<file path="config.mk">
export PLATFORM = sky130hd
export DESIGN_NAME = double_ended_queue
export DESIGN_NICKNAME = d
export VERILOG_FILES = /design/src/rtl/core/dqe_pkg.sv /design/src/rtl/core/double_ended_queue.sv /design/src/rtl/core/dqe_cell.sv
export SDC_FILE = /design/constraint.sdc
export NUM_CORES = 2
export LEC_CHECK = 0
export BUFFER_PORTS_ARGS = -buffer_cell sky130_fd_sc_hd__buf_2
export CAP_MARGIN = 30
export CORE_MARGIN = 1.5
export CORE_UTILIZATION = 43
export CTS_BUF_LIST = sky130_fd_sc_hd__clkbuf_4 sky130_fd_sc_hd__clkbuf_8 sky130_fd_sc_hd__clkbuf_16
export DETAILED_ROUTE_END_ITERATION = 10
export PLACE_DENSITY = 0.59
export RECOVER_POWER = 100
export REMOVE_ABC_BUFFERS = 1
export SYNTH_ARGS = -nofsm -noshare
export SYNTH_HDL_FRONTEND = slang
export SYNTH_SLANG_ARGS = --single-unit
export TNS_END_PERCENT = 30
</file>
<file path="constraint.sdc">
create_clock -name clock -period 4.5 [get_ports clock]
set_clock_uncertainty 0.1 [all_clocks]
set_input_delay 0.45 -clock clock [delete_from_list [all_inputs] [get_ports clock]]
set_output_delay 0.45 -clock clock [all_outputs]
set_load 0.01 [all_outputs]
</file>
<file path="src/rtl/core/dqe_pkg.sv">
// shared types and constants for the double-ended queue
// no dependencies; imported by dqe_cell, double_ended_queue and the testbench
package dqe_pkg;

   // store geometry
   localparam int DEPTH = 16;
   localparam int IDX_W = $clog2(DEPTH);
   localparam int CNT_W = $clog2(DEPTH + 1);

   // field widths
   localparam int KIND_W   = 3;
   localparam int VALUE_W  = 32;
   localparam int STATUS_W = 2;
   localparam int OCC_W    = 5;

   // request kinds
   localparam logic [KIND_W-1:0] KIND_PUSH_LEFT  = 3'd0;
   localparam logic [KIND_W-1:0] KIND_PUSH_RIGHT = 3'd1;
   localparam logic [KIND_W-1:0] KIND_POP_LEFT   = 3'd2;
   localparam logic [KIND_W-1:0] KIND_POP_RIGHT  = 3'd3;
   localparam logic [KIND_W-1:0] KIND_CONTAINS   = 3'd4;

   // result status codes
   localparam logic [STATUS_W-1:0] ST_OK    = 2'd0;
   localparam logic [STATUS_W-1:0] ST_EMPTY = 2'd1;
   localparam logic [STATUS_W-1:0] ST_FULL  = 2'd2;

   typedef struct packed {
      logic [KIND_W-1:0]         kind;
      logic signed [VALUE_W-1:0] value;
   } req_type;

   typedef struct packed {
      logic signed [VALUE_W-1:0] popped;
      logic                      found;
      logic [STATUS_W-1:0]       status;
      logic [OCC_W-1:0]          occupancy;
   } rsp_type;

   // per-cell move control, load wins over shifts
   typedef struct packed {
      logic load;
      logic shift_r;
      logic shift_l;
   } cell_ctrl_type;

endpackage

</file>
<file path="src/rtl/core/double_ended_queue.sv">
// double-ended queue top level: cell chain, count register, result register
// depends on dqe_pkg and dqe_cell
// result is registered, presented in the cycle after the request transfer
// one request per cycle unless stalled, contains too; all cells compare at once
// reset: synchronous, clears the count (queue empty) and the result valid;
//   cell contents are not reset and are never read before being written
module double_ended_queue import dqe_pkg::*; (
   input  logic    clock,
   input  logic    reset,
   input  logic    req_valid,
   output logic    req_stall,
   input  req_type req_data,
   output logic    rsp_valid,
   input  logic    rsp_stall,
   output rsp_type rsp_data
);

   // number of held entries; cell 0 is always the left end
   logic [CNT_W-1:0] cnt_ff;
   logic [CNT_W-1:0] cnt_in;

   // result register
   logic    rsp_valid_ff;
   logic    rsp_valid_in;
   rsp_type rsp_data_ff;
   rsp_type rsp_data_in;

   // cell chain signals
   cell_ctrl_type             ctrl [DEPTH];
   logic signed [VALUE_W-1:0] cell_data [DEPTH];
   logic [DEPTH-1:0]          held;
   logic [DEPTH-1:0]          match;

   logic             accept;
   logic             full;
   logic             empty;
   logic [IDX_W-1:0] last_idx;

   // a new transfer can land whenever the result slot is free or draining
   assign req_stall = rsp_valid_ff && rsp_stall;
   assign accept    = req_valid && !req_stall;

   assign full     = (cnt_ff == CNT_W'(DEPTH));
   assign empty    = (cnt_ff == '0);
   assign last_idx = IDX_W'(cnt_ff - CNT_W'(1));

   // a cell holds a live entry when its position is below the count
   always_comb begin
      for (int i = 0; i < DEPTH; i++) begin
         held[i] = (cnt_ff > CNT_W'(i));
      end
   end

   // the chain of cells
   for (genvar g = 0; g < DEPTH; g++) begin : g_cell
      logic signed [VALUE_W-1:0] left_nb;
      logic signed [VALUE_W-1:0] right_nb;

      if (g == 0) begin : g_left_end
         assign left_nb = req_data.value;
      end else begin : g_left_mid
         assign left_nb = cell_data[g-1];
      end

      if (g == DEPTH - 1) begin : g_right_end
         assign right_nb = cell_data[g];
      end else begin : g_right_mid
         assign right_nb = cell_data[g+1];
      end

      dqe_cell u_cell (
         .clock      (clock),
         .ctrl       (ctrl[g]),
         .held       (held[g]),
         .load_value (req_data.value),
         .left_data  (left_nb),
         .right_data (right_nb),
         .data       (cell_data[g]),
         .match      (match[g])
      );
   end

   // request decode: cell moves, count update, result fields
   always_comb begin
      for (int i = 0; i < DEPTH; i++) begin
         ctrl[i] = '0;
      end
      cnt_in             = cnt_ff;
      rsp_data_in.popped = '0;
      rsp_data_in.found  = 1'b0;
      rsp_data_in.status = ST_OK;

      case (req_data.kind)
         KIND_PUSH_LEFT: begin
            if (full) begin
               rsp_data_in.status = ST_FULL;
            end else if (accept) begin
               // everything moves one cell right, new value enters cell 0
               for (int i = 0; i < DEPTH; i++) begin
                  ctrl[i].shift_r = 1'b1;
               end
               ctrl[0].load = 1'b1;
               cnt_in       = cnt_ff + CNT_W'(1);
            end
         end
         KIND_PUSH_RIGHT: begin
            if (full) begin
               rsp_data_in.status = ST_FULL;
            end else if (accept) begin
               // first free cell takes the value
               for (int i = 0; i < DEPTH; i++) begin
                  ctrl[i].load = (cnt_ff == CNT_W'(i));
               end
               cnt_in = cnt_ff + CNT_W'(1);
            end
         end
         KIND_POP_LEFT: begin
            if (empty) begin
               rsp_data_in.status = ST_EMPTY;
            end else begin
               rsp_data_in.popped = cell_data[0];
               if (accept) begin
                  for (int i = 0; i < DEPTH; i++) begin
                     ctrl[i].shift_l = 1'b1;
                  end
                  cnt_in = cnt_ff - CNT_W'(1);
               end
            end
         end
         KIND_POP_RIGHT: begin
            if (empty) begin
               rsp_data_in.status = ST_EMPTY;
            end else begin
               rsp_data_in.popped = cell_data[last_idx];
               if (accept) begin
                  cnt_in = cnt_ff - CNT_W'(1);
               end
            end
         end
         KIND_CONTAINS: begin
            rsp_data_in.found = |match;
         end
         default: begin
            // unused kinds: no operation
         end
      endcase

      rsp_data_in.occupancy = OCC_W'(cnt_in);
   end

   // result valid: set on transfer in, cleared once the result is taken
   always_comb begin
      if (accept) begin
         rsp_valid_in = 1'b1;
      end else if (rsp_stall) begin
         rsp_valid_in = rsp_valid_ff;
      end else begin
         rsp_valid_in = 1'b0;
      end
   end

   always_ff @(posedge clock) begin
      if (reset) begin
         cnt_ff       <= '0;
         rsp_valid_ff <= 1'b0;
      end else begin
         cnt_ff       <= cnt_in;
         rsp_valid_ff <= rsp_valid_in;
      end
   end

   // result payload, loaded only on a transfer in
   always_ff @(posedge clock) begin
      if (accept) begin
         rsp_data_ff <= rsp_data_in;
      end
   end

   assign rsp_valid = rsp_valid_ff;
   assign rsp_data  = rsp_data_ff;

`ifndef SYNTHESIS
   // count never exceeds the store
   a_cnt_bound: assert property (@(posedge clock) disable iff (reset)
      cnt_ff <= CNT_W'(DEPTH))
      else $error("held count above depth");

   // pop on empty reports the error and returns zero
   a_pop_empty: assert property (@(posedge clock) disable iff (reset)
      (accept && empty && (req_data.kind == KIND_POP_LEFT ||
                           req_data.kind == KIND_POP_RIGHT))
      |=> (rsp_data_ff.status == ST_EMPTY && rsp_data_ff.popped == '0))
      else $error("pop on empty not flagged");

   // accepted push into a non-full queue grows the count by one
   a_push_grow: assert property (@(posedge clock) disable iff (reset)
      (accept && !full && (req_data.kind == KIND_PUSH_LEFT ||
                           req_data.kind == KIND_PUSH_RIGHT))
      |=> (cnt_ff == $past(cnt_ff) + CNT_W'(1)))
      else $error("push did not grow the count");

   // count only moves on a transfer in
   a_cnt_hold: assert property (@(posedge clock) disable iff (reset)
      !accept |=> $stable(cnt_ff))
      else $error("count changed without a transfer");

   // a contains on an empty queue never matches
   a_found_empty: assert property (@(posedge clock) disable iff (reset)
      (accept && empty && req_data.kind == KIND_CONTAINS) |=> !rsp_data_ff.found)
      else $error("match reported on empty queue");
`endif

endmodule

</file>
<file path="src/rtl/core/dqe_cell.sv">
// one storage cell of the deque chain: holds an entry, moves it to a neighbor
// and compares it against the search value
// depends on dqe_pkg
module dqe_cell import dqe_pkg::*; (
   input  logic                      clock,
   input  cell_ctrl_type             ctrl,
   input  logic                      held,
   input  logic signed [VALUE_W-1:0] load_value,
   input  logic signed [VALUE_W-1:0] left_data,
   input  logic signed [VALUE_W-1:0] right_data,
   output logic signed [VALUE_W-1:0] data,
   output logic                      match
);

   logic signed [VALUE_W-1:0] data_ff;
   logic signed [VALUE_W-1:0] data_in;

   always_comb begin
      if (ctrl.load) begin
         data_in = load_value;
      end else if (ctrl.shift_r) begin
         data_in = left_data;
      end else if (ctrl.shift_l) begin
         data_in = right_data;
      end else begin
         data_in = data_ff;
      end
   end

   // payload only, no reset
   always_ff @(posedge clock) begin
      data_ff <= data_in;
   end

   assign data  = data_ff;
   assign match = held && (data_ff == load_value);

endmodule

</file>
======== Word level (Yosys, flattened, before mapping) ========
Index checks and enable logic that the tools add are counted.
word-level totals
  flip-flop bits (word level) ............. 558
  input port bits ......................... 39
  logic and storage cells ................. 238
operators by class
  reduce and logical (&&, ||, !) cells .... 40
  magnitude comparators ................... 17
  eq/ne operators ......................... 37
  $add $sub $neg .......................... 2
  multiplexer cells ....................... 119
  bitwise gates (word level) .............. 1
operator list
  kind                                                                              count
  32-bit two-way mux                                                                51
  32-bit equality test                                                              16
  32-bit binary-select mux with 4-bit select                                        1
  32-bit one-hot mux with 2 select lines                                            1
  1-bit two-way mux                                                                 56
  3-bit nonzero test                                                                15
  5-bit by 4-bit equality test with 1-bit output (second input constant)            8
  5-bit by 4-bit greater-than comparator with 1-bit output (second input constant)  8
  5-bit by 3-bit equality test with 1-bit output (second input constant)            4
  5-bit by 3-bit greater-than comparator with 1-bit output (second input constant)  4
  5-bit two-way mux                                                                 4
  1-bit logical AND                                                                 18
  16-bit OR reduction                                                               1
  5-bit by 2-bit equality test with 1-bit output (second input constant)            2
  5-bit by 1-bit greater-than comparator with 1-bit output (second input constant)  2
  5-bit by 2-bit greater-than comparator with 1-bit output (second input constant)  2
  5-bit one-hot mux with 2 select lines                                             1
  3-bit by 2-bit equality test with 1-bit output (second input constant)            2
  2-bit two-way mux                                                                 3
  5-bit by 1-bit adder with 5-bit output (second input constant)                    1
  5-bit by 1-bit equality test with 1-bit output (second input constant)            1
  5-bit equality test (second input constant)                                       1
  5-bit >= comparator (second input constant)                                       1
  5-bit logical NOT                                                                 1
  11 further kinds                                                                  12

======== Longest topological paths before layout ========
  depth after elaboration ................. 9
  gate-level depth with buffers ........... 13
  gate-level depth less buffers ........... 9

======== Modules after synthesis ========
A second synthesis with hierarchy kept.
second synthesis, totals
  cell total of the unflattened synthesis .. 3506
  area total of the unflattened synthesis .. 38154.1 µm²
by module, submodules not included
  module              area an instance (µm²)  sequential area each (µm²)  times used  cells an instance
  dqe_cell            1978.1                  960.9                       16          184
  double_ended_queue  6503.7                  1321.3                      1           562

======== Worst setup path after synthesis ========
No wires, ideal clock.
  path type ............................... register to register
  from .................................... reg cnt_ff[0]
  to ...................................... reg g_cell[7].u_cell.data_ff[0], enable pin
  data arrival time ....................... 3244 ps
  required time ........................... 4011 ps
  path buffers ............................ 5
  cell stages (with the launch flop) ...... 13
  setup time .............................. 389 ps
  slack ................................... 767 ps
  cells stage by stage .................... dfxtp_1 -> buf_2 -> buf_2 -> buf_2 -> inv_1 -> ha_1 -> a311oi_2 -> and3_1 -> and3_1 -> nand2_1 -> buf_2 -> buf_2 -> nand2_1
on the way
  word-level cells in the longest chain between the ends .. 5
RTL lines
  item                                            RTL line                   RTL
  start, declared                                 double_ended_queue.sv:19   logic [CNT_W-1:0] cnt_ff;
  start signal, assigned                          double_ended_queue.sv:167  cnt_ff <= cnt_in;
  5-bit by 3-bit equality test with 1-bit output  double_ended_queue.sv:112  ctrl[i].load = (cnt_ff == CNT_W'(i));
  1-bit two-way mux                               double_ended_queue.sv:109  end else if (accept) begin
  1-bit two-way mux                               double_ended_queue.sv:107  if (full) begin
  1-bit two-way mux                               double_ended_queue.sv:93   case (req_data.kind)
  3-bit nonzero test (no line) (*)                -
  end signal, assigned                            dqe_cell.sv:32             data_ff <= data_in;
  end, declared                                   dqe_cell.sv:15             logic signed [VALUE_W-1:0] data_ff;
Every way passes the cells marked *; elsewhere a longest branch is shown, timed or not.
A chain may end at the register's enable or synchronous reset.

======== Worst setup path after layout ========
  from .................................... reg cnt_ff[0]
  to ...................................... reg g_cell[11].u_cell.data_ff[29], data pin
on the way
  word-level cells in the longest chain between the ends .. 5
RTL lines
  item                                                                                          RTL line                                             RTL
  5-bit equality test / 5-bit by 4-bit equality test with 1-bit output (equally long branches)  double_ended_queue.sv:43, double_ended_queue.sv:112
  1-bit two-way mux, on equally long branches                                                   double_ended_queue.sv:95, double_ended_queue.sv:109
  1-bit two-way mux, on equally long branches                                                   double_ended_queue.sv:93, double_ended_queue.sv:107
  32-bit two-way mux / 1-bit two-way mux (equally long branches)                                dqe_cell.sv:21, double_ended_queue.sv:93
  32-bit two-way mux (*)                                                                        dqe_cell.sv:19                                       if (ctrl.load) begin
  net g_cell[11].u_cell.data_in[29]                                                             dqe_cell.sv:16                                       logic signed [VALUE_W-1:0] data_in;
  end signal, assigned                                                                          dqe_cell.sv:32
  end, declared                                                                                 dqe_cell.sv:15
Mark *: on every way through the listed nets, which the timed path passes. The rest lies on a longest branch.

==> impl_metrics.py <==
metrics = {
    "yosys": {
        "synth-adder-area-share_pct": 0.200,
        "ys_ff_latch": 558,
        "synth_instances": 3534,
        "synth-edff-count": 552,
        "synth.area.mux_share_pct": 20.0,
        "synth.most_common_cell": "sky130_fd_sc_hd__nand2_1",
        "area_fraction_in_compound_gates_after_synthesis_pct": 7.18,
        "post_synth_arst_share_pct": 0,
        "ys_top_cells_by_area": "sky130_fd_sc_hd__edfxtp_1 (44%), sky130_fd_sc_hd__mux4_2 (9.6%), sky130_fd_sc_hd__mux2i_1 (8.5%)",
        "synth_top_area_share_pct": 44.1,
        "mappedNetlistArea_um2": 37600,
        "post_synth_xor_area_fraction_pct": 12.0,
        "ys_types": 48,
        "synthSimpleGateAreaFrac_pct": 12.1,
        "combinational_family_with_the_most_area_after_synthesis": "multiplexers",
        "yosys_most_used_dff": "sky130_fd_sc_hd__edfxtp_1",
        "average_cell_area_after_synthesis_um2": 10.6,
        "synth_top_cell_by_area": "sky130_fd_sc_hd__edfxtp_1",
        "seq_area_frac_synth_pct": 44.4,
        "ys.warnings.count": 0,
        "synth_commonest_cells": "sky130_fd_sc_hd__nand2_1 (633), sky130_fd_sc_hd__edfxtp_1 (552), sky130_fd_sc_hd__xnor2_1 (350)",
    },
    "clocking": {
        "post_cts.repair.setup_buffers": 0,
        "clock_latency_ns": 0.62,
        "clockRootBuffer": "sky130_fd_sc_hd__clkbuf_16",
        "cts_tree": "built",
        "worst_setup_hold_path_clk_slew_ns": 0.05,
        "cts-buffers-inserted": 68,
        "tritoncts_num_sinks": 558,
        "clock_tree.buffer_depth": 3,
        "cts.htree.levels": 3,
        "cts_repair_resize_count": 0,
    },
    "place": {
        "place_congestion": 0.987,
        "post-dp-hpwl_um": 104000,
        "buffer_ports.inserted": 80,
    },
    "hold_path": {
        "worstHoldPathType": "input pin to register",
        "hold_path_startpoint": "req_data[33]",
    },
    "floorplan": {
        "io-pin-count": 81,
        "die-area_um2": 89200,
        "die_height_um": 299,
        "die-width_um": 299,
        "initial_core_util_pct": 43.3,
        "floorplan.core_area_um2": 86800,
        "row_count": 108,
    },
    "drt": {
        "post_detailed_route_drc_marker_count": 0,
        "detailed_route_wire_length_um": 144000,
        "dr.first_iter.drc_count": 4179,
        "num_vias": 29500,
        "wire_per_inst_um": 31.1,
        "first_pass_detailed_route_iteration_total": 8,
        "detail-route-antenna-nets": 0,
        "detail_route.vias_per_cell": 6.35,
    },
    "final_layout": {
        "core_util_final_pct": 47.2,
        "syn_to_final_growth_pct": 8.89,
        "design.final.nets": 3486,
        "drive_gt1_share_pct": 14.0,
        "antenna_cells": 0,
    },
    "timing": {
        "layout_min_cycle_time_ns": 4.05,
        "layout_worst_path_cycle_share_pct": 90.0,
        "clock.fmax_mhz": 247,
        "max-slew-margin-rel_pct": -0.351,
        "worst_pin_slew_ns": 1.51,
        "setup_viol": 0,
        "final.setup.tns_ns": 0,
        "finalHoldViolCount": 0,
        "slew_limit_fails": 42,
        "finalHoldWorstSlack_ns": 0.177,
        "rsz_0062_raised_after_global_routing": "false",
    },
    "setup_path": {
        "timing.rr.start": "cnt_ff[0]",
        "worst_setup_path_start_kind": "register",
        "crit_path_start": "cnt_ff[0]",
        "setup.worst_path.end": "g_cell[11].u_cell.data[29]",
        "critical_path.reg2reg.endpoint": "g_cell[11].u_cell.data[29]",
        "crit_type": "register to register",
        "r2r.worst_path.cells": 9,
        "critical_path_required_ns": 4.69,
        "worst-endpoint-arrival_ns": 4.24,
        "r2r_setup_slack_ns": 0.45,
        "timing.critical_path.fanout_max": 52,
        "worstSetupEndpointType": "register",
    },
    "power": {
        "p_leak_nw": 12.6,
        "vdd_ir_drop_max_v": 0.000247,
        "p_per_area_nw_per_um2": 325,
    },
    "grt": {
        "grt_max_degree": 86,
        "number_of_global_route_vias_before_repair": 27200,
        "grt_pass1_wl_um": 207000,
        "global_route.usage.total_pct": 31.8,
        "initial_antenna_violation_count": 1,
        "grt_overflow_total": 0,
    },
    "run": {
        "number_of_max_cap_violations": 1,
    },
    "status": {
        "run_status": "finished, violations left",
        "violations_in_the_final_reports": "capacitance limit, slew limit",
    },
}
layout make-up:
class	instances	area, um2
clock buffers	85	1880
inverters	7	26.3
multi-input cells	2617	19400
repair buffers	189	1240
fillers	8080	45800
flip-flops and latches	558	16700
clock inverters	35	213
well taps	1155	1450
sequential cells by signal (all words and copies together), names as in the netlist:
signal,flops
cnt_ff,5
g_cell.u_cell.data,512
rsp_data,40
rsp_valid,1
layer usage:
metal | vias up | wire length (um) | track usage [%]
met2 | 1842 | 65400 | 49.1
met1 | 14800 | 56300 | 43.4
met4 | 2 | 6550 | 11.8
li1 | 12600 | - | -
met3 | 251 | 16000 | 7.80
met5 | - | 11 | 0
through the flow:
stage / cells / power, mW / instance area (um2) / setup WS [ns]
2_1_floorplan: 3182 / 7.39 / 36100 / -38.63
3_3_place_gp: 4519 / 7.94 / 38900 / 0.786
3_5_place_dp: 4520 / 7.95 / 39000 / 0.734
4_1_cts: 4643 / 13.3 / 41100 / 0.689
5_1_grt: 4646 / 13.6 / 40900 / 0.270
6_report: 4646 / 13.3 / 40900 / 0.451
logic make-up after synthesis:
family / Yosys count
AO/OA/AOI/OAI: 488
XOR/XNOR: 515
adder cells (fa/ha/maj): 6
buffers and inverters: 359
flip-flops: 558
multiplexers: 544
AND/OR/NAND/NOR: 1064
how the worst min path moves through the flow:
stage | endpoint | depth (start not counted)
finish | rsp_data[6] | 2
CTS | rsp_data[6] | 2
global placement | rsp_valid | 4
detailed placement | rsp_valid | 4
global route | rsp_data[6] | 2
floorplan | cnt_ff[0] | 1
what timing repair did:
| item | 4_1_cts | 5_1_grt |
|---|---|---|
| hold buffers | 3 | 0 |
| hold endpoints to repair | 6 | 0 |
| endpoints found under the setup margin | 0 | 0 |
layout by cell type, fill, tap and decap left out, types with 17 or more instances in the layout:
cell                          n
sky130_fd_sc_hd__a31oi_1    163
sky130_fd_sc_hd__buf_2       38
sky130_fd_sc_hd__buf_4       71
sky130_fd_sc_hd__clkbuf_1    45
sky130_fd_sc_hd__clkbuf_16   71
sky130_fd_sc_hd__clkbuf_2    19
sky130_fd_sc_hd__clkbuf_4    17
sky130_fd_sc_hd__clkinv_1    17
sky130_fd_sc_hd__edfxtp_1   552
sky130_fd_sc_hd__mux2_2      51
sky130_fd_sc_hd__mux2i_1    320
sky130_fd_sc_hd__mux4_2     160
sky130_fd_sc_hd__nand2_1    626
sky130_fd_sc_hd__nand4_1    100
sky130_fd_sc_hd__nor2_1     206
sky130_fd_sc_hd__nor4_1      58
sky130_fd_sc_hd__o21ai_0    299
sky130_fd_sc_hd__xnor2_1    349
sky130_fd_sc_hd__xor2_1     164
worst max-delay path, cell delays in order (launching register included):
cell,delay (ns)
sky130_fd_sc_hd__dfxtp_4,0.71
sky130_fd_sc_hd__inv_1,0.22
sky130_fd_sc_hd__ha_4,0.23
sky130_fd_sc_hd__nand3_1,0.10
sky130_fd_sc_hd__nand2_1,0.11
sky130_fd_sc_hd__nor3_1,0.30
sky130_fd_sc_hd__clkbuf_4,0.96
sky130_fd_sc_hd__buf_4,0.55
sky130_fd_sc_hd__mux2i_1,0.23
sky130_fd_sc_hd__o21ai_0,0.10
where the power goes:
part | leakage [nW] | total, mW | internal (mW) | switching, mW
Clock | 1.05 | 5.40 | 3.07 | 2.33
Sequential | 5.11 | 6.05 | 5.85 | 0.193
Combinational | 6.47 | 1.86 | 0.716 | 1.14
Total | 12.6 | 13.3 | 9.64 | 3.67
(Power assumes the default switching activity.)
